## src/hdl/plc_pkg.sv

```systemverilog
package plc_pkg;

  // default sizing
  localparam int CURVES_DEF  = 8;
  localparam int ENTRIES_DEF = 64;

  // fixed field widths
  localparam int CURVE_W = 3;
  localparam int INDEX_W = 6;
  localparam int DATA_W  = 16;
  localparam int VALUE_W = 32;
  localparam int STAT_W  = 2;

  // op codes
  localparam logic OP_LOAD = 1'b0;
  localparam logic OP_EVAL = 1'b1;

  // status codes
  localparam logic [STAT_W-1:0] ST_OK    = 2'd0;
  localparam logic [STAT_W-1:0] ST_EMPTY = 2'd1;
  localparam logic [STAT_W-1:0] ST_SAT   = 2'd2;

  // one table word: segment start, slope, offset (all Q7.8)
  typedef struct packed {
    logic signed [DATA_W-1:0] bp;
    logic signed [DATA_W-1:0] slope;
    logic signed [DATA_W-1:0] offset;
  } plc_entry_t;

  // sequencer -> multiply-add unit
  typedef struct packed {
    logic              mul;           // product from read slope and voltage
    logic              fin;           // add offset, clamp, present result
    logic              fixed;         // present a constant result (load / empty)
    logic [STAT_W-1:0] fixed_status;
  } plc_mac_ctl_t;

endpackage

```

## src/hdl/plc_mac.sv

```systemverilog
module plc_mac
  import plc_pkg::*;
(
  input  logic                      clk,
  input  logic                      rst,
  input  plc_mac_ctl_t              ctl,
  input  logic signed [DATA_W-1:0]  slope_rd,
  input  logic signed [DATA_W-1:0]  offset_rd,
  input  logic signed [DATA_W-1:0]  volt,
  output logic signed [VALUE_W-1:0] value,
  output logic [STAT_W-1:0]         status,
  output logic                      done
);

  localparam logic signed [VALUE_W:0] SAT_MAX = 33'sh0_7FFF_FFFF;
  localparam logic signed [VALUE_W:0] SAT_MIN = 33'sh1_8000_0000;

  logic signed [2*DATA_W-1:0] prod;
  logic signed [DATA_W-1:0]   offset;
  logic signed [VALUE_W:0]    sum;

  // offset moves from Q7.8 to Q15.16 alignment
  assign sum = (VALUE_W+1)'(prod)
             + $signed({{(VALUE_W+1-DATA_W-8){offset[DATA_W-1]}}, offset, 8'd0});

  always_ff @(posedge clk) begin
    if (ctl.mul) begin
      prod   <= slope_rd * volt;
      offset <= offset_rd;
    end
  end

  always_ff @(posedge clk) begin
    if (rst) begin
      done <= 1'b0;
    end else begin
      done <= ctl.fin | ctl.fixed;
    end
  end

  always_ff @(posedge clk) begin
    if (ctl.fixed) begin
      value  <= '0;
      status <= ctl.fixed_status;
    end else if (ctl.fin) begin
      if (sum > SAT_MAX) begin
        value  <= SAT_MAX[VALUE_W-1:0];
        status <= ST_SAT;
      end else if (sum < SAT_MIN) begin
        value  <= SAT_MIN[VALUE_W-1:0];
        status <= ST_SAT;
      end else begin
        value  <= sum[VALUE_W-1:0];
        status <= ST_OK;
      end
    end
  end

endmodule

```

## config.mk

```make
export PLATFORM = sky130hd
export DESIGN_NAME = plc_mac
export DESIGN_NICKNAME = d
export VERILOG_FILES = /design/src/hdl/plc_pkg.sv /design/src/hdl/plc_mac.sv
export SDC_FILE = /design/constraint.sdc
export NUM_CORES = 1
export LEC_CHECK = 0
export ABC_CLOCK_PERIOD_IN_PS = 6800
export BUFFER_PORTS_ARGS = -buffer_cell sky130_fd_sc_hd__buf_4
export CAP_MARGIN = 0
export CORE_ASPECT_RATIO = 0.9
export CORE_UTILIZATION = 54
export CTS_CLUSTER_DIAMETER = 150
export DETAILED_ROUTE_END_ITERATION = 10
export PLACE_DENSITY = 0.79
export SYNTH_ARGS = -nofsm -noshare
export SYNTH_HDL_FRONTEND = slang
export SYNTH_SLANG_ARGS = --single-unit
```

## constraint.sdc

```tcl
create_clock -name clk -period 6.8 [get_ports clk]
set_input_delay 0.34 -clock clk [delete_from_list [all_inputs] [get_ports clk]]
set_output_delay 0.34 -clock clk [all_outputs]
set_load 0.02 [all_outputs]
```

## After elaboration in Yosys (flattened, before gate mapping)

Index checks and enable logic that the tools add are counted.

- Register bits after elaboration: 83
- Input bits: 55
- Word-level logic and storage cells: 17

- Add/sub/neg operators: 1
- Multipliers: 1
- Magnitude comparators: 2
- Multiplexer cells: 6
- Bitwise gates (word level): 1
- Reductions and logical operators: 1

Operators by type and width:

| kind | number |
|---|---|
| $mux 32 | 2 |
| $add 32x24->33 | 1 |
| $gt 33x32->1 const B | 1 |
| $lt 33x32->1 const B | 1 |
| $mul 16x16->32 | 1 |
| $mux 2 | 4 |
| $reduce_bool 2->1 | 1 |
| $or 1x1->1 | 1 |

## Logic depth before layout (Yosys ltp)

- Word-level depth: 6
- Mapped depth: 23
- Depth with buffers taken out: 22

## Worst setup path before layout

Ideal clock, no wire load.

- Kind: input -> register
- Start: input port slope_rd[6]
- End: register prod[25] (data pin)
- Library setup time: 0.139 ns
- Arrival: 6.016 ns
- Required time: 6.661 ns
- Setup slack: 0.645 ns
- Cell stages on the path: 21
- Buffers on the path: 1
- Cell sequence: clkbuf_1 > and2_1 > fa_1 > inv_1 > fa_1 > fa_1 > inv_1 > ha_1 > fa_1 > inv_1 > fa_1 > inv_1 > ha_1 > a2111oi_0 > o21ai_1 > a221oi_2 > o21ba_2 > a31oi_1 > o31a_1 > or4b_1 > nand4b_1

- Word-level cells in the longest chain between the ends: 1

RTL lines:

| element | line | RTL |
|---|---|---|
| start, declared | plc_mac.sv:7 | `input logic signed [DATA_W-1:0] slope_rd,` |
| $mul 16x16->32 | plc_mac.sv:28 | `prod <= slope_rd * volt;` |
| end signal, assigned | plc_mac.sv:28 |  |
| end, declared | plc_mac.sv:18 | `logic signed [2*DATA_W-1:0] prod;` |

Every way passes these cells.
A chain may end at the register's enable or synchronous reset.

## Final worst setup path

- Start: input port volt[4]
- End: register prod[25] (data pin)

- Word-level cells in the longest chain between the ends: 1

RTL lines:

| element | line | RTL |
|---|---|---|
| start, declared | plc_mac.sv:9 | `input logic signed [DATA_W-1:0] volt,` |
| $mul 16x16->32 | plc_mac.sv:28 |  |

Every way passes these cells.

==> impl_metrics.csv <==
group,metric,value,unit
cts,cts_root_buf,"clkbuf_16",
setup_path,cp.arrival,6.51,ns
synthesis,synth_ff_type,"edfxtp_1",
setup_path,cp_cell_sequence,"buf_4 > and2_1 > fa_1 > inv_1 > fa_1 > fa_1 > inv_1 > ha_1 > fa_1 > inv_1 > fa_1 > inv_1 > ha_1 > a2111oi_0 > o21ai_1 > a221oi_2 > o21ba_2 > a31oi_1 > o31a_1 > or4b_1 > nand4b_1",
final_layout,layout_commonest_cell,"inv_1",
final_layout,fin_cells,1946,
setup_path,r2r_setup_slack,3.24,ns
final_layout,areaGrowthSynthToFinish,8.175,%
sta,slew_violations,0,
setup_path,path_delay_family,"adder cells",
synthesis,synth_cell_types,75,
sta,rsz0062_at_grt,"no",
synthesis,syn_area,14590,sq um
synthesis,syn_area_per_cell,9.446,sq um
setup_path,cp_num_buf_inv,5,
setup_path,cp_slowest_stage_delay,0.54,ns
cts,clockBufferDepth,2,
synthesis,synth_edf_count,50,
routing,postRouteWirelength,31710,um
placement,place_inst,1930,
final_layout,insertedDiodeCount,0,
placement,dp_hpwl,26120,um
outcome,status,"complete, no violations",
placement,place_congestion,0.8837,
routing,dr.pass1.iters,5,
cts,cts.clk_slew.worst_paths,0.07,ns
floorplan,die_x,175.2,um
placement,dp_slack,0.1762,ns
hold_path,min_path_type,"primary input to flop",
cts,clkSinkCount,83,
setup_path,path_class,"primary input to flop",
synthesis,ys_ff_latch,83,
sta,final.period_utilization,92.72,%
cts,post_cts_resized,0,
placement,portBuffers,89,
sta,setup_ws,0.4949,ns
setup_path,cp-start-kind,"primary input",
synthesis,syn_nets,1968,
final_layout,final_nets,2017,
cts,cts_hold_buf,0,
global_routing,track_usage,23.82,%
cts,cts_buffers,9,
cts,cts_setup_buffers,0,
global_routing,grt_overflow,0,
sta,setup_viol,0,
sta,finClkSkew,0.01331,ns
final_layout,final_cell_mix,"inv_1, fa_1, nand2_1",
cts,h-tree-depth,3,
setup_path,path_common_cell,"fa_1",
sta,hold_viol,0,
setup_path,critical_path_required,7.01,ns
global_routing,antenna_found_initial,0,
floorplan,die_h,157.9,um
routing,first_iter_violations,804,
routing,drc,0,
routing,num_vias,10800,
final_layout,final.fill_count,2187,
global_routing,grt_pass1_wl,52120,um
synthesis,synth_cells,1544,
routing,wl_per_cell,16.29,um
synthesis,ys_seq_area_share,14.82,%
run,maxCapViolations,0,
floorplan,die_area,27670,sq um
cts,clock_latency,0.35,ns
setup_path,cp-end-kind,"flop",
setup_path,slowest_stage,"fa_1",
floorplan,core,26280,sq um
synthesis,synth-async-reset-ratio,0,%
sta,fin_crit,6.305,ns
routing,vias_per_cell,5.551,
global_routing,grt_pass1_vias,10710,
sta,max_slew_margin,18.73,%
sta,fmax,158.6,MHz
routing,ant_nets,0,
synthesis,yosysWarnings,0,
floorplan,start_util,55.51,%
sta,tightestPinTransition,1.219,ns
cts,cts_tree,"done",
setup_path,cp_max_fo,16,
floorplan,row_count,56,
sta,finalSetupTns,0,ns
final_layout,layout-drive-gt1-share,8.073,%
global_routing,grt_start_max_net_pins,49,
floorplan,pin_count,90,
final timing paths:
check,from,to,cells past startpoint
max,volt[4],prod[25]$_DFFE_PP_,21
min,rst,done$_SDFF_PP0_,2
max reg2reg,offset[15]$_DFFE_PP_,value[23]$_SDFFE_PP0P_,9
min reg2reg,value[16]$_SDFFE_PP0P_,value[16]$_SDFFE_PP0P_,2
cell type report:
cell class	count	area, sq um	area share, %
Clock buffer	10	229.0	1.451
Clock inverter	6	71.32	0.4520
Inverter	341	1280	8.113
Multi-Input combinational cell	1068	10920	69.24
Sequential cell	83	2162	13.70
Tap cell	348	435.4	2.760
Timing Repair Buffer	90	675.6	4.282
cells in the mapped netlist, types with 4 or more instances:
master / number / area [sq um]
nand3b_1: 5 / 37.54
nand4_1: 6 / 37.54
o2111ai_1: 5 / 43.79
nand2_1: 136 / 510.5
a21o_1: 17 / 127.6
inv_1: 340 / 1276
a211oi_1: 20 / 150.1
a221oi_1: 6 / 52.55
o21bai_1: 5 / 37.54
nor3b_1: 4 / 30.03
ha_1: 106 / 1326
a21oi_1: 36 / 180.2
a22o_1: 16 / 140.1
fa_1: 263 / 5265
and3_1: 15 / 93.84
maj3_1: 17 / 170.2
maj3_2: 7 / 78.83
o21a_1: 7 / 52.55
xnor2_1: 33 / 289.0
and2_1: 130 / 813.3
edfxtp_1: 50 / 1501
dfxtp_1: 33 / 660.6
a311oi_1: 9 / 78.83
or3_1: 8 / 50.05
xor2_1: 11 / 96.34
a31oi_1: 8 / 50.05
nor3_1: 16 / 80.08
nand2b_1: 10 / 62.56
nor2_1: 64 / 240.2
clkbuf_1: 43 / 161.4
o211ai_1: 5 / 37.54
buf_2: 7 / 35.03
nand3_1: 18 / 90.09
o21ai_0: 26 / 130.1
kinds of logic (layout without fill, tap and decap cells):
logic type	count (synthesis)	in the layout	share of synthesized area [%]
fa+ha+maj	393	393	46.90
flops	83	83	14.82
simple gates	437	437	15.53
compound gates	190	190	9.394
buf+inv	393	447	10.28
mux	2	2	0.1373
xor+xnor	46	46	2.942
stage by stage:
| step | util (%) | instance area [sq um] | hold WS, ns |
|---|---|---|---|
| floorplan | - | 14590 | 0.4124 |
| global placement | 58.90 | 15480 | 0.4667 |
| detailed placement | 58.90 | 15480 | 0.4721 |
| CTS | 60.05 | 15780 | 0.1274 |
| global route | 60.05 | 15780 | 0.1433 |
| finish | 60.05 | 15780 | 0.1355 |
layer usage:
| metal | global-route usage [%] | share of wire, % |
|---|---|---|
| met5 | 0 | 0 |
| met4 | 7.619 | 2.7 |
| met3 | 2.738 | 5.7 |
| met2 | 41.35 | 50 |
| met1 | 31.29 | 42 |
registers in the layout (all words and copies together), names as in the netlist:
register and count:
status 2, prod 32, offset 16, done 1
value 32
Power is not shown: default switching activity piles up to over one toggle a cycle in this logic, so the estimate is an artifact.
