--- src/hdl/plc_pkg.sv ---
package plc_pkg;

  // default sizing
  localparam int CURVES_DEF  = 8;
  localparam int ENTRIES_DEF = 64;

  // fixed field widths
  localparam int CURVE_W = 3;
  localparam int INDEX_W = 6;
  localparam int DATA_W  = 16;
  localparam int VALUE_W = 32;
  localparam int STAT_W  = 2;

  // op codes
  localparam logic OP_LOAD = 1'b0;
  localparam logic OP_EVAL = 1'b1;

  // status codes
  localparam logic [STAT_W-1:0] ST_OK    = 2'd0;
  localparam logic [STAT_W-1:0] ST_EMPTY = 2'd1;
  localparam logic [STAT_W-1:0] ST_SAT   = 2'd2;

  // one table word: segment start, slope, offset (all Q7.8)
  typedef struct packed {
    logic signed [DATA_W-1:0] bp;
    logic signed [DATA_W-1:0] slope;
    logic signed [DATA_W-1:0] offset;
  } plc_entry_t;

  // sequencer -> multiply-add unit
  typedef struct packed {
    logic              mul;           // product from read slope and voltage
    logic              fin;           // add offset, clamp, present result
    logic              fixed;         // present a constant result (load / empty)
    logic [STAT_W-1:0] fixed_status;
  } plc_mac_ctl_t;

endpackage

--- src/hdl/plc_ctrl.sv ---
module plc_ctrl
  import plc_pkg::*;
#(
  parameter int CURVES  = CURVES_DEF,
  parameter int ENTRIES = ENTRIES_DEF,
  parameter int AW      = $clog2(CURVES_DEF * ENTRIES_DEF)
) (
  input  logic                     clk,
  input  logic                     rst,
  input  logic                     start,
  output logic                     busy,
  input  logic                     op,
  input  logic [CURVE_W-1:0]       curve,
  input  logic [INDEX_W-1:0]       entry_index,
  input  logic signed [DATA_W-1:0] voltage,
  input  logic signed [DATA_W-1:0] bp_rd,
  output logic                     mem_we,
  output logic [AW-1:0]            mem_waddr,
  output logic                     mem_re,
  output logic [AW-1:0]            mem_raddr,
  output logic signed [DATA_W-1:0] volt,
  output plc_mac_ctl_t             mac_ctl
);

  localparam int CW   = (CURVES > 1) ? $clog2(CURVES) : 1;
  localparam int IW   = $clog2(ENTRIES);
  localparam int CNTW = $clog2(ENTRIES + 1);

  localparam logic [2:0] S_IDLE  = 3'd0;
  localparam logic [2:0] S_PROBE = 3'd1;
  localparam logic [2:0] S_CMP   = 3'd2;
  localparam logic [2:0] S_MUL   = 3'd3;
  localparam logic [2:0] S_ADD   = 3'd4;

  logic [2:0]    state, state_next;
  logic [CNTW-1:0] entry_count [CURVES];
  logic [IW-1:0] lo, hi, mid;
  logic [IW-1:0] mid_next;
  logic [IW:0]   lo_hi_sum;
  logic [AW-1:0] base;

  logic          accept;
  logic          curve_ok, index_ok;
  logic [CW-1:0] curve_idx;
  logic [AW-1:0] accept_base;
  logic          eval_empty;

  assign accept      = start & ~busy;
  assign busy        = (state != S_IDLE);
  assign curve_ok    = (32'(curve) < CURVES);
  assign index_ok    = (32'(entry_index) < ENTRIES);
  assign curve_idx   = CW'(curve);
  assign accept_base = AW'(AW'(curve_idx) * AW'(ENTRIES));
  assign eval_empty  = ~curve_ok || (entry_count[curve_idx] == '0);

  assign lo_hi_sum = {1'b0, lo} + {1'b0, hi};
  assign mid_next  = lo_hi_sum[IW:1] + IW'(1);

  // table write happens in the accept cycle of a load
  assign mem_we    = accept && (op == OP_LOAD) && curve_ok && index_ok;
  assign mem_waddr = accept_base + AW'(IW'(entry_index));

  assign mem_re    = (state == S_PROBE);
  assign mem_raddr = (lo < hi) ? (base + AW'(mid_next)) : (base + AW'(lo));

  always_comb begin
    mac_ctl              = '0;
    mac_ctl.fixed_status = ST_OK;
    if (accept && ((op == OP_LOAD) || eval_empty)) begin
      mac_ctl.fixed = 1'b1;
      if (op == OP_EVAL) begin
        mac_ctl.fixed_status = ST_EMPTY;
      end
    end
    mac_ctl.mul = (state == S_MUL);
    mac_ctl.fin = (state == S_ADD);
  end

  always_comb begin
    state_next = state;
    case (state)
      S_IDLE: begin
        if (accept && (op == OP_EVAL) && !eval_empty) begin
          state_next = S_PROBE;
        end
      end
      S_PROBE: state_next = (lo < hi) ? S_CMP : S_MUL;
      S_CMP:   state_next = S_PROBE;
      S_MUL:   state_next = S_ADD;
      S_ADD:   state_next = S_IDLE;
      default: state_next = S_IDLE;
    endcase
  end

  always_ff @(posedge clk) begin
    if (rst) begin
      state <= S_IDLE;
      for (int i = 0; i < CURVES; i++) begin
        entry_count[i] <= '0;
      end
    end else begin
      state <= state_next;
      if (mem_we) begin
        entry_count[curve_idx] <= CNTW'({1'b0, entry_index} + 7'd1);
      end
    end
  end

  // search bounds, latched voltage and curve base
  always_ff @(posedge clk) begin
    if (accept) begin
      volt <= voltage;
      base <= accept_base;
      lo   <= '0;
      hi   <= IW'(entry_count[curve_idx] - CNTW'(1));
    end else if (state == S_PROBE) begin
      mid <= mid_next;
    end else if (state == S_CMP) begin
      if (volt < bp_rd) begin
        hi <= mid - IW'(1);
      end else begin
        lo <= mid;
      end
    end
  end

endmodule

--- config.mk ---
export PLATFORM = sky130hd
export DESIGN_NAME = plc_ctrl
export DESIGN_NICKNAME = d
export VERILOG_FILES = /design/src/hdl/plc_pkg.sv /design/src/hdl/plc_ctrl.sv
export SDC_FILE = /design/constraint.sdc
export NUM_CORES = 1
export LEC_CHECK = 0
export BUFFER_PORTS_ARGS = -buffer_cell sky130_fd_sc_hd__buf_2
export CAP_MARGIN = 20
export CORE_MARGIN = 1.5
export CORE_UTILIZATION = 55
export DETAILED_ROUTE_END_ITERATION = 16
export PLACE_DENSITY = 0.78
export SLEW_MARGIN = 30
export SYNTH_ARGS = -nofsm -noshare
export SYNTH_HDL_FRONTEND = slang
export SYNTH_SLANG_ARGS = --single-unit
export TNS_END_PERCENT = 20
--- constraint.sdc ---
create_clock -name clk -period 6.55 [get_ports clk]
set_input_delay 0.655 -clock clk [delete_from_list [all_inputs] [get_ports clk]]
set_output_delay 0.655 -clock clk [all_outputs]
set_load 0.02 [all_outputs]
Yosys cells after proc, flatten, opt, wreduce, memory -nomap -nowiden

Memories as Yosys holds them, arrays and structs flattened.
Cells that the tools add are included.
W data, S select, Z words.

Logic and storage cells: 62
Output and inout bits: 42
Memories kept: 1
RAM bits: 56
Input bits: 45
Register bits after elaboration: 40

Add/subtract/negate cells: 8
Eq/ne operators: 6
Multiplexer cells: 18
$lt $le $gt $ge: 2
Reductions and logical operators: 15
Bitwise operators: 6

Memory list:

| name        | words | bits a word | rd ports | clocked after memory_dff | wr ports | RTL line       | source |
|---|---|---|---|---|---|---|---|
| entry_count | 8     | 7           | 1        | 0                        | 8        | plc_ctrl.sv:36 | `logic [CNTW-1:0] entry_count [CURVES];` |

Operators by type and width:

| cell                  | count |
|---|---|
| $add A9 B6 Y9         | 3 |
| $mux W6               | 4 |
| $lt A16 B16 Y1        | 1 |
| $pmux W3 S4           | 1 |
| $sub A6 B1 Y6 const B | 2 |
| $mux W3               | 3 |
| $mux W9               | 1 |
| $mux W1               | 8 |
| $add A6 B1 Y7 const B | 1 |
| $add A6 B6 Y7         | 1 |
| $logic_not A7 Y1      | 1 |
| $mux W7               | 1 |
| $reduce_or A7 Y1      | 1 |
| $add A6 B1 Y6 const B | 1 |
| $eq A3 B2 Y1 const B  | 2 |
| $lt A6 B6 Y1          | 1 |
| $reduce_and A3 Y1     | 2 |
| $not A1 Y1            | 5 |
| $logic_and A1 B1 Y1   | 4 |
| $reduce_bool A2 Y1    | 2 |
| $eq A3 B1 Y1 const B  | 1 |
| $eq A3 B3 Y1 const B  | 1 |
| $logic_not A3 Y1      | 1 |
| $reduce_bool A3 Y1    | 1 |
| other kinds (6)       | 6 |

Depth between registers and ports, before layout

Gate-level depths: netlist of the first run.

Word-level depth: 9
Mapped depth: 11
Gate-level depth less buffers: 9

Least setup slack after synthesis of the first run

No wires, ideal clock.

Path type: input port to output port
From: in curve[1]
To: out mac_ctl[2] (netlist name)
Data arrival time: 2313 ps
Setup slack: 3582 ps
Stages on the path: 9
Buffers on the path: 3
Data required time: 5895 ps
Path through: buf_6 -> buf_8 -> buf_2 -> mux4_2 -> nor2_1 -> nor2_1 -> nor2_1 -> nand4_1 -> a21oi_1

RTL lines:

| element            | RTL line       | source |
|---|---|---|
| start: declaration | plc_ctrl.sv:13 | `input logic [CURVE_W-1:0] curve,` |
| end: declaration   | plc_ctrl.sv:22 | `output plc_mac_ctl_t mac_ctl` |

Worst setup path in the final report of the first run

From: reg hi[0]
To: out mem_raddr[4]

Cells in the longest elaborated chain, start to end: 4
Elaborated cells on any way between the ends: 5
Classes of those cells: add/sub (3); order compare (1); mux (1)

RTL lines:

| element                  | RTL line        | source |
|---|---|---|
| start: declaration       | plc_ctrl.sv:37  | `logic [IW-1:0] lo, hi, mid;` |
| start signal: assignment | plc_ctrl.sv:115 | `hi <= IW'(entry_count[curve_idx] - CNTW'(1));` |
| start signal: assignment | plc_ctrl.sv:120 | `hi <= mid - IW'(1);` |
| $add A6 B6 Y7            | plc_ctrl.sv:56  | `assign lo_hi_sum = {1'b0, lo} + {1'b0, hi};` |
| $add A6 B1 Y6            | plc_ctrl.sv:57  | `assign mid_next = lo_hi_sum[IW:1] + IW'(1);` |
| named net mid_next[4]    | plc_ctrl.sv:38  | `logic [IW-1:0] mid_next;` |
| $add A9 B6 Y9            | plc_ctrl.sv:64  | `assign mem_raddr = (lo < hi) ? (base + AW'(mid_next)) : (base + AW'(lo));` |
| $mux W9                  | plc_ctrl.sv:64  |  |
| end: declaration         | plc_ctrl.sv:20  | `output logic [AW-1:0] mem_raddr,` |

The timed path passes the listed nets, and every way through them passes these cells.

==> impl_metrics.csv, run 1 <==
group,metric,value,unit
cts,clkTransAtPathRegs,0.09,ns
cts,cts_tree,"done",
cells_and_area,layout-area-overhead-vs-synth,10.9,%
power_and_ir_drop,total_power,1.64,mW
drt,dr.first_iter.drc_count,242,
cells_and_area,multi_input_area,0.00217,mm^2
cells_and_area,antenna-diode-count,0,
global_routing,grt_util_met1,0.290,
sta,finalSetupViolations,0,
drt,drt-wirelength-per-cell,17.6,um
cells_and_area,design_area,0.00585,mm^2
cts,postCtsHoldBufs,0,
critical_path,endpoint_kind,"output port",
power_and_ir_drop,sw_ratio,0.343,
global_routing,gr-total-overflow,0,
cells_and_area,nFillCells,749,
cells_and_area,fin_util,0.630,
synthesis,synthCells,468,
flow_run,timing.max_cap.violations,0,
floorplanning,die-area,0.0102,mm^2
cts,cts_post_setup_buffers_inserted,0,
placed_design,portBuffers,85,
power_and_ir_drop,share_comb_of_total_power,0.320,
global_routing,busiest_grt_layer,"met2",
sta,worst_slew_margin,0.383,
cells_and_area,nNetsFinal,613,
power_and_ir_drop,power.leakage,2.49,nW
cts,clock_latency,0.36,ns
power_and_ir_drop,clockPowerShare,0.203,
cells_and_area,area.sequential,0.00279,mm^2
critical_path,worst_setup_path_start_kind,"register",
sta,totalNegativeSetupSlack,0,ns
synthesis,synth-edff-count,87,
sta,final_critical_path_setup_slack,3.04,ns
global_routing,via_count_of_the_first_global_routing_pass,3849,
critical_path,crit_path_max_fanout,3,
floorplanning,initial_utilization,0.568,
drt,dr_total_vias,3895,
placed_design,gpl.final_weighted_congestion,0.919,
critical_path,critical_path.max_stage_delay,0.41,ns
power_and_ir_drop,power.switching,563,uW
global_routing,first_pass_grt_wire_length,18900,um
drt,remaining_antenna_violation_count_after_routing,0,
synthesis,synth_nets,542,
outcome,status,"complete, no violations",
sta,tightest_slew,0.920,ns
sta,layout_min_cycle_time,3.51,ns
critical_path,worst-endpoint-required,5.89,ns
power_and_ir_drop,maximum_vdd_drop,0.000272,V
synthesis,postSynthRegisterBits,96,
floorplanning,core,0.00928,mm^2
power_and_ir_drop,internal-power,1.08,mW
cts,root_buffer,"sky130_fd_sc_hd__clkbuf_8",
sta,timing_hold_violations_final,0,
critical_path,worstPathBufferInverterCount,1,
global_routing,antenna_found_initial,0,
sta,slew_violations,0,
sta,finClkSkew,0.0114,ns
floorplanning,die_x,101,um
placed_design,post-place-cells,657,
drt,detail_route.drc_violations,0,
cells_and_area,drive_above_1_share,0.235,
synthesis,synth_ff_type,"sky130_fd_sc_hd__edfxtp_1",
power_and_ir_drop,portion_of_total_power_attributed_to_sequential_cells,0.478,
synthesis,yosys_warning_total,0,
cts,post_cts_resize_count,0,
sta,grt_setup_unrepaired,"false",
cts,numCtsBuffers,9,
synthesis,distinct_cells_synth,66,
global_routing,grt.met3_usage,0.0569,
global_routing,grt_util_all_layers,0.246,
synthesis,yosysSeqAreaShare,0.529,
critical_path,timing.critical_path.cells,"and2_1 > fa_1 > nand2b_1 > a21oi_1 > or3_1 > a221oi_1 > xor2_1 > mux2_2 > buf_2",
critical_path,worstSetupPathType,"register to output port",
placed_design,setup_ws_pre_cts,3.30,ns
cts,cts_buffer_depth,2,
drt,routed_via_density,5.79,
floorplanning,die_height,101,um
placed_design,dpl-instance-area,0.00569,mm^2
cts,cts_sinks,96,
global_routing,grt_max_degree,31,
critical_path,cp_top_family,"simple AND/OR/NAND/NOR gates",
synthesis,synth-async-reset-ratio,0,
worst_hold_path,hold_path_class,"primary input to register",
synthesis,postSynthAreaPerCell,11.3,um^2
cts,cts_max_level,3,
synthesis,syn-cell-area,0.00528,mm^2
global_routing,grtUsageMet2,0.434,
critical_path,critical_path.slowest_cell,"sky130_fd_sc_hd__edfxtp_1",
power_and_ir_drop,power-per-cell-area,281,mW/mm^2
drt,routed_wl,11800,um
cells_and_area,final_cell_count_no_fill,673,
floorplanning,num_io_pins,87,
sta,hold-worst-slack,0.463,ns
sta,max_clock_freq,285,MHz
placed_design,dp.final_hpwl,8960,um
floorplanning,placementRows,35,
sta,post-route-period-util,0.536,
critical_path,worstPathArrival,2.85,ns
drt,drt_pass1_iterations,7,
## cell type report
type,instances,share of cell area
flip-flops and latches,96,0.477
multi-input cells,309,0.370
repair buffers,85,0.0727
well taps,129,0.0276
inverters,38,0.0244
clock buffers,9,0.0212
clock inverters,7,0.00663
## power by group through the flow
stage	Sequential [mW]	Combinational [mW]	Clock (mW)
detailed placement	0.798	0.516	0
CTS	0.784	0.521	0.339
floorplan	0.797	0.364	0
global placement	0.795	0.502	0
finish	0.784	0.525	0.333
global route	0.791	0.573	0.359
## layer usage
layer	part of all wire	routed length [um]	up-vias
li1	-	-	1816
met1	0.40	4680	1871
met2	0.51	6000	181
met3	0.071	835	27
met4	0.027	315	0
met5	0	0	-
## path summary, 6_finish.rpt
path              cells after the start  startpoint           end  slack [ns]
setup / recovery                      9       hi[0]  mem_raddr[4]        3.04
hold / removal                        1  voltage[8]       volt[8]        0.46
setup reg to reg                      7    state[1]         hi[5]        3.42
hold reg to reg                       1       lo[5]         lo[5]        0.60
## state kept, by name, summed over array words and instances, names as in the netlist
signal,count
base,3
entry_count,56
hi,6
lo,6
mid,6
state,3
volt,16
## placed cells by master (no fill, tap or decap), drive strengths merged, types with 7 or more instances in the layout
cell / count
mux2i: 8
nand3b: 7
nand2b: 11
clkinv: 8
mux2: 9
dfxtp: 9
xor2: 7
buf: 85
inv: 37
nor3: 15
o21ai: 11
edfxtp: 87
nand4: 7
nand2: 29
a21oi: 9
ha: 28
clkbuf: 9
and3: 11
a21o: 8
nor2: 73
## synthesized netlist by cell type (2+ instances only)
cell	n	share of area
sky130_fd_sc_hd__nand2b_1	11	0.013
sky130_fd_sc_hd__a21o_1	8	0.011
sky130_fd_sc_hd__and3b_1	3	0.0050
sky130_fd_sc_hd__a221oi_1	3	0.0050
sky130_fd_sc_hd__a21oi_1	9	0.0085
sky130_fd_sc_hd__buf_4	10	0.014
sky130_fd_sc_hd__mux4_2	4	0.017
sky130_fd_sc_hd__xnor2_1	5	0.0083
sky130_fd_sc_hd__nor3_1	15	0.014
sky130_fd_sc_hd__a31o_2	2	0.0033
sky130_fd_sc_hd__o21ai_0	9	0.0085
sky130_fd_sc_hd__nand4_1	7	0.0083
sky130_fd_sc_hd__nand2_1	28	0.020
sky130_fd_sc_hd__and3_1	10	0.012
sky130_fd_sc_hd__clkbuf_1	7	0.0050
sky130_fd_sc_hd__nand3_1	6	0.0057
sky130_fd_sc_hd__or3_1	3	0.0036
sky130_fd_sc_hd__and2_1	2	0.0024
sky130_fd_sc_hd__xor2_1	7	0.012
sky130_fd_sc_hd__o22ai_1	2	0.0024
sky130_fd_sc_hd__nand3b_1	7	0.010
sky130_fd_sc_hd__or2_2	3	0.0036
sky130_fd_sc_hd__a221o_1	6	0.011
sky130_fd_sc_hd__mux2i_1	8	0.015
sky130_fd_sc_hd__edfxtp_1	87	0.50
sky130_fd_sc_hd__nor4_1	5	0.0059
sky130_fd_sc_hd__mux2_2	7	0.015
sky130_fd_sc_hd__a221oi_2	2	0.0057
sky130_fd_sc_hd__a211oi_1	4	0.0057
sky130_fd_sc_hd__dfxtp_1	9	0.034
sky130_fd_sc_hd__buf_2	3	0.0028
sky130_fd_sc_hd__mux2_4	2	0.0057
sky130_fd_sc_hd__inv_1	37	0.026
sky130_fd_sc_hd__ha_1	28	0.066
sky130_fd_sc_hd__and2b_4	2	0.0038
sky130_fd_sc_hd__a31oi_1	3	0.0036
sky130_fd_sc_hd__nor2_1	73	0.052
sky130_fd_sc_hd__or2b_1	2	0.0028
sky130_fd_sc_hd__clkbuf_8	2	0.0052
## kinds of logic after synthesis
logic type | share of synthesized area
DFF | 0.529
and+or+nand+nor | 0.175
xor gates and xnor gates | 0.0199
AOI/OAI and AO/OA | 0.0923
other | 0.000711
adders and majority gates | 0.0702
muxes | 0.0529
buffers and inverters | 0.0600
No activity file was read; power rests on OpenSTA's default activity.
==> run 2, diff against run 1 <==
--- a/config.mk
+++ b/config.mk
@@ -5,12 +5,13 @@
 export SDC_FILE = /design/constraint.sdc
 export NUM_CORES = 1
 export LEC_CHECK = 0
+export ABC_AREA = 1
 export BUFFER_PORTS_ARGS = -buffer_cell sky130_fd_sc_hd__buf_2
 export CAP_MARGIN = 20
 export CORE_MARGIN = 1.5
-export CORE_UTILIZATION = 55
+export CORE_UTILIZATION = 51
 export DETAILED_ROUTE_END_ITERATION = 16
-export PLACE_DENSITY = 0.78
+export PLACE_DENSITY = 0.76
 export SLEW_MARGIN = 30
 export SYNTH_ARGS = -nofsm -noshare
 export SYNTH_HDL_FRONTEND = slang
==> constraint.sdc (replaced) <==
create_clock -name clk -period 3.2 [get_ports clk]
set_input_delay 0.32 -clock clk [delete_from_list [all_inputs] [get_ports clk]]
set_output_delay 0.32 -clock clk [all_outputs]
set_load 0.02 [all_outputs]
==> impl_metrics.csv, run 2 <==
group,metric,value,unit
synthesis,synth_nets,688,
sta,grt_setup_unrepaired,"false",
cells_and_area,most-common-layout-cells,"sky130_fd_sc_hd__nand2_1, sky130_fd_sc_hd__edfxtp_1, sky130_fd_sc_hd__buf_2, sky130_fd_sc_hd__nor2_1, sky130_fd_sc_hd__inv_1",
floorplanning,placementRows,37,
sta,totalNegativeSetupSlack,0,ns
global_routing,grt_max_degree,33,
cells_and_area,top_register,"entry_count",
synthesis,synth_ff_type,"sky130_fd_sc_hd__edfxtp_1",
drt,drt_pass1_iterations,5,
sta,post-route-period-util,0.871,
drt,routed_wl,11500,um
cells_and_area,fin_util,0.587,
critical_path,endpoint_kind,"output port",
critical_path,worst-endpoint-required,2.88,ns
global_routing,grt_util_all_layers,0.218,
synthesis,synth-async-reset-ratio,0,
critical_path,critical_path.slowest_cell,"sky130_fd_sc_hd__edfxtp_1",
cells_and_area,layout_commonest_cell,"sky130_fd_sc_hd__nand2_1",
synthesis,postSynthRegisterBits,96,
cts,cts_max_level,3,
drt,remaining_antenna_violation_count_after_routing,0,
power_and_ir_drop,power-per-cell-area,561,mW/mm^2
floorplanning,die_height,105,um
cts,clkTransAtPathRegs,0.09,ns
drt,routed_via_density,5.08,
cells_and_area,layout-area-overhead-vs-synth,12.7,%
cts,cts_buffer_depth,2,
sta,tightest_slew,0.945,ns
synthesis,distinct_cells_synth,32,
synthesis,post-synth-top-area-cell,"sky130_fd_sc_hd__edfxtp_1",
critical_path,worst_setup_path_start_kind,"register",
critical_path,crit_top_cell,"sky130_fd_sc_hd__nand2_1",
sta,slew_violations,0,
flow_run,timing.max_cap.violations,0,
drt,dr_total_vias,4209,
synthesis,yosys_warning_total,0,
sta,worst_slew_margin,0.365,
synthesis,postSynthAreaPerCell,8.63,um^2
sta,timing_hold_violations_final,0,
placed_design,dp.final_hpwl,8560,um
sta,finClkSkew,0.00880,ns
cts,post_cts_resize_count,0,
outcome,status,"complete, no violations",
critical_path,critical_path.max_stage_delay,0.36,ns
global_routing,antenna_found_initial,0,
cells_and_area,antenna-diode-count,0,
critical_path,worstPathArrival,2.47,ns
placed_design,gpl.final_weighted_congestion,0.893,
power_and_ir_drop,maximum_vdd_drop,0.000284,V
cells_and_area,nFillCells,928,
critical_path,crit_path_max_fanout,5,
synthesis,synth.top_cell.area_share,0.493,
synthesis,synth_area_leaders,"sky130_fd_sc_hd__edfxtp_1, sky130_fd_sc_hd__nand2_1, sky130_fd_sc_hd__ha_1",
critical_path,cp_top_family,"simple AND/OR/NAND/NOR gates",
cells_and_area,largest_register_ffs,56,
global_routing,first_pass_grt_wire_length,18800,um
worst_hold_path,hold_path_class,"primary input to register",
sta,finalSetupViolations,0,
cts,postCtsHoldBufs,0,
floorplanning,core,0.0102,mm^2
drt,drt-wirelength-per-cell,13.9,um
cts,cts_sinks,96,
floorplanning,num_io_pins,87,
floorplanning,die-area,0.0110,mm^2
drt,dr.first_iter.drc_count,343,
synthesis,yosysSeqAreaShare,0.527,
placed_design,post-place-cells,812,
synthesis,syn-cell-area,0.00530,mm^2
sta,hold-worst-slack,0.117,ns
synthesis,yosysMostFrequentCell,"sky130_fd_sc_hd__nand2_1",
cts,clock_latency,0.37,ns
cts,cts_post_setup_buffers_inserted,0,
critical_path,worstPathBufferInverterCount,4,
cts,cts_tree,"done",
synthesis,synth-edff-count,87,
power_and_ir_drop,power.leakage,2.94,nW
sta,max_clock_freq,359,MHz
cells_and_area,nNetsFinal,761,
drt,detail_route.drc_violations,0,
sta,layout_min_cycle_time,2.79,ns
floorplanning,die_x,105,um
floorplanning,initial_utilization,0.521,
placed_design,portBuffers,85,
synthesis,synthCells,614,
critical_path,worstSetupPathType,"register to output port",
cells_and_area,final_cell_count_no_fill,828,
cells_and_area,largestRegisters,"entry_count: 56 flops, volt: 16 flops",
cells_and_area,drive_above_1_share,0.163,
global_routing,via_count_of_the_first_global_routing_pass,4004,
critical_path,timing.critical_path.cells,"inv_1 > ha_1 > inv_1 > a21oi_1 > nand2_1 > nand2_1 > nand2_1 > inv_1 > nand3_1 > nor2_1 > nand2_1 > nand2_1 > nand3_1 > o21ai_0 > buf_2",
global_routing,gr-total-overflow,0,
synthesis,synthTopCellsByCount,"sky130_fd_sc_hd__nand2_1, sky130_fd_sc_hd__edfxtp_1, sky130_fd_sc_hd__nor2_1",
cts,numCtsBuffers,9,
cts,root_buffer,"sky130_fd_sc_hd__clkbuf_8",
-- run 2: changes by cell type after synthesis, moves of 8 or more --
cell and delta:
sky130_fd_sc_hd__nand2_1 +170, sky130_fd_sc_hd__inv_1 +37, sky130_fd_sc_hd__nor3_1 -9, sky130_fd_sc_hd__a21o_1 -8
sky130_fd_sc_hd__a21oi_1 +14, sky130_fd_sc_hd__mux2i_1 -8, sky130_fd_sc_hd__nand3_1 +15, sky130_fd_sc_hd__and3_1 -10
sky130_fd_sc_hd__nand2b_1 -11
-- run 2: metal layers --
| metal | wire (um) | vias up | track usage |
|---|---|---|---|
| met4 | 278 | 0 | 0.0910 |
| met2 | 5600 | 170 | 0.366 |
| met1 | 4930 | 1896 | 0.274 |
| li1 | - | 2117 | - |
| met5 | 0 | - | 0 |
| met3 | 681 | 26 | 0.0449 |
-- run 2: path summary, 6_finish.rpt --
check	start	endpoint	slack, ns	cells past startpoint
setup / recovery	hi[2]	mem_raddr[5]	0.41	15
hold / removal	voltage[0]	volt[0]	0.12	1
hold reg to reg	state[1]	state[2]	0.58	2
setup reg to reg	state[2]	entry_count[3][3]	0.84	7
-- run 2: logic make-up (layout without fill, tap and decap cells) --
family	after synthesis	count (layout)	share of synthesized area
AND/OR/NAND/NOR	325	325	0.249
buffers and inverters	106	184	0.0883
flip-flops	96	96	0.527
AO/OA/AOI/OAI	46	46	0.0472
adder cells (fa/ha/maj)	29	29	0.0699
XOR/XNOR	11	11	0.0182
other	1	1	0.000707
-- run 2: worst register-to-register path: stages, from the launching register on --
cell	delay (ns)
sky130_fd_sc_hd__dfxtp_1	0.38
sky130_fd_sc_hd__nor2_2	0.17
sky130_fd_sc_hd__nand2_1	0.09
sky130_fd_sc_hd__inv_2	0.06
sky130_fd_sc_hd__nand2_2	0.25
sky130_fd_sc_hd__nor3_4	0.40
sky130_fd_sc_hd__nand4_1	0.35
sky130_fd_sc_hd__nand2_1	0.35
-- run 2: metrics by stage --
step	power, mW	worst slack (ns)	cell area [um^2]
finish	3.35	0.413	5980
CTS	3.36	0.443	5980
global placement	2.46	0.889	5750
global route	3.53	0.203	5980
detailed placement	2.49	0.848	5750
floorplan	2.22	0.906	5300
-- run 2: area by class of cell --
cell class | instances | area [um^2] | share of cell area
Clock buffer | 13 | 159 | 0.0266
Clock inverter | 3 | 65.1 | 0.0109
Inverter | 81 | 304 | 0.0509
Multi-Input combinational cell | 412 | 2050 | 0.342
Sequential cell | 96 | 2790 | 0.467
Tap cell | 136 | 170 | 0.0285
Timing Repair Buffer | 87 | 440 | 0.0737
-- run 2: power breakdown --
part | internal (mW) | switching [mW]
clock | 0.482 | 0.399
combinational | 0.293 | 0.624
sequential | 1.50 | 0.0502
==> run 3, diff against run 2 <==
--- a/config.mk
+++ b/config.mk
@@ -11,7 +11,7 @@
 export CORE_MARGIN = 1.5
 export CORE_UTILIZATION = 51
 export DETAILED_ROUTE_END_ITERATION = 16
-export PLACE_DENSITY = 0.76
+export PLACE_DENSITY = 0.87
 export SLEW_MARGIN = 30
 export SYNTH_ARGS = -nofsm -noshare
 export SYNTH_HDL_FRONTEND = slang
==> impl_metrics.csv, run 3 (synthesis results as in run 2) <==
group,metric,value,unit
drt,routed_via_density,5.17,
sta,slew_violations,0,
cells_and_area,nFillCells,865,
power_and_ir_drop,sw_ratio,0.340,
floorplanning,core,0.0102,mm^2
cts,cts_max_level,3,
critical_path,worstPathArrival,2.44,ns
sta,worst_slew_margin,0.344,
floorplanning,die_x,105,um
sta,finClkSkew,0.0151,ns
sta,totalNegativeSetupSlack,0,ns
cells_and_area,most-common-layout-cells,"sky130_fd_sc_hd__nand2_1, sky130_fd_sc_hd__edfxtp_1, sky130_fd_sc_hd__buf_2, sky130_fd_sc_hd__nor2_1, sky130_fd_sc_hd__inv_1",
floorplanning,placementRows,37,
drt,dr_total_vias,4281,
cts,clock_latency,0.37,ns
placed_design,dpl-instance-area,0.00575,mm^2
cells_and_area,area.sequential,0.00279,mm^2
cells_and_area,layout_commonest_cell,"sky130_fd_sc_hd__nand2_1",
power_and_ir_drop,power-per-cell-area,548,mW/mm^2
drt,wl_met3,683,um
global_routing,first_pass_grt_wire_length,19300,um
drt,wirelength_met1,4760,um
power_and_ir_drop,portion_of_total_power_attributed_to_sequential_cells,0.476,
cells_and_area,largest_register_ffs,56,
sta,finalSetupViolations,0,
sta,grt_setup_unrepaired,"false",
cells_and_area,drive_above_1_share,0.165,
power_and_ir_drop,power.switching,1.11,mW
worst_hold_path,hold_path_origin,"voltage[13]",
cts,clkTransAtPathRegs,0.10,ns
drt,routed_wl,11800,um
cells_and_area,largestRegisters,"entry_count: 56 flops, volt: 16 flops",
worst_hold_path,min_path_cells,1,
sta,layout_min_cycle_time,2.76,ns
sta,timing_hold_violations_final,0,
power_and_ir_drop,clockPowerShare,0.242,
placed_design,dp.final_hpwl,8980,um
global_routing,grt_util_all_layers,0.223,
cells_and_area,final_cell_count_no_fill,828,
cts,post_cts_resize_count,0,
drt,routed-wl-met2,5980,um
floorplanning,num_io_pins,87,
cts,root_buffer,"sky130_fd_sc_hd__clkbuf_8",
flow_run,timing.max_cap.violations,0,
global_routing,antenna_found_initial,0,
critical_path,crit_path_max_fanout,5,
floorplanning,die_height,105,um
critical_path,worstSetupPathType,"register to output port",
cts,postCtsHoldBufs,0,
outcome,status,"complete, no violations",
drt,detail_route.drc_violations,0,
critical_path,worst-endpoint-required,2.88,ns
sta,tightest_slew,0.977,ns
critical_path,number_of_cell_instances_on_the_worst_register_to_register_path,7,
drt,remaining_antenna_violation_count_after_routing,0,
cts,cts_tree,"done",
critical_path,worst_setup_path_start_kind,"register",
floorplanning,initial_utilization,0.521,
critical_path,worstReg2RegStart,"state[2]",
cells_and_area,multi_input_area,0.00204,mm^2
power_and_ir_drop,share_comb_of_total_power,0.282,
placed_design,post-place-cells,812,
worst_hold_path,hold_path_class,"primary input to register",
cts,cts_post_setup_buffers_inserted,0,
global_routing,via_count_of_the_first_global_routing_pass,4304,
cells_and_area,design_area,0.00595,mm^2
power_and_ir_drop,internal-power,2.15,mW
drt,dr.first_iter.drc_count,313,
sta,max_clock_freq,363,MHz
cells_and_area,top_register,"entry_count",
sta,post-route-period-util,0.861,
power_and_ir_drop,power.leakage,2.93,nW
cells_and_area,antenna-diode-count,0,
drt,highest_layer,"met4",
critical_path,endpoint_kind,"output port",
floorplanning,die-area,0.0110,mm^2
cells_and_area,nNetsFinal,761,
global_routing,gr-total-overflow,0,
placed_design,portBuffers,85,
cells_and_area,layout-area-overhead-vs-synth,12.2,%
cts,numCtsBuffers,9,
global_routing,grt_max_degree,33,
cts,cts_sinks,96,
power_and_ir_drop,maximum_vdd_drop,0.000339,V
critical_path,critPathLaunch,"hi[2]",
drt,drt-wirelength-per-cell,14.2,um
placed_design,gpl.final_weighted_congestion,0.917,
drt,drt_pass1_iterations,5,
cts,cts_buffer_depth,2,
-- run 3: area by class of cell --
cell class / instances / area share
Timing Repair Buffer: 87 / 0.0740
Tap cell: 136 / 0.0286
Multi-Input combinational cell: 412 / 0.343
Clock buffer: 11 / 0.0273
Clock inverter: 5 / 0.00631
Sequential cell: 96 / 0.470
Inverter: 81 / 0.0511
-- run 3: power groups by stage --
stage	Sequential, mW	Combinational (mW)	Clock (mW)
6_report	1.55	0.920	0.787
5_1_grt	1.57	1.02	0.837
4_1_cts	1.55	0.916	0.793
3_5_place_dp	1.58	0.908	0
3_3_place_gp	1.58	0.876	0
2_1_floorplan	1.60	0.620	0
-- run 3: worst paths after layout --
kind                       endpoint  slack [ns]
setup / recovery       mem_raddr[3]        0.44
hold / removal             volt[13]        0.12
setup reg to reg  entry_count[2][1]        0.84
hold reg to reg            state[2]        0.56
-- run 3: through the flow --
stage | setup slack (ns) | power (mW) | util | hold WS, ns
floorplan | 0.906 | 2.22 | - | 0.392
global placement | 0.928 | 2.45 | 0.564 | 0.499
detailed placement | 0.843 | 2.49 | 0.564 | 0.499
CTS | 0.427 | 3.26 | 0.584 | 0.108
global route | 0.117 | 3.42 | 0.584 | 0.0958
finish | 0.443 | 3.26 | 0.584 | 0.122
-- run 3: routing by layer --
layer,GRT usage,vias up
li1,-,2114
met1,0.252,1953
met2,0.396,172
met3,0.0555,42
met4,0.0978,0
met5,0,-
-- run 3: critical path, cell delays in order, from the launching register on --
cell	delay (ns)
sky130_fd_sc_hd__edfxtp_1	0.35
sky130_fd_sc_hd__inv_1	0.05
sky130_fd_sc_hd__ha_1	0.31
sky130_fd_sc_hd__inv_1	0.10
sky130_fd_sc_hd__a21oi_1	0.23
sky130_fd_sc_hd__nand3_1	0.12
sky130_fd_sc_hd__nand2_1	0.11
sky130_fd_sc_hd__inv_1	0.06
sky130_fd_sc_hd__nand3_1	0.10
sky130_fd_sc_hd__xor2_1	0.29
sky130_fd_sc_hd__nand2_1	0.09
sky130_fd_sc_hd__o21ai_0	0.09
sky130_fd_sc_hd__buf_2	0.19
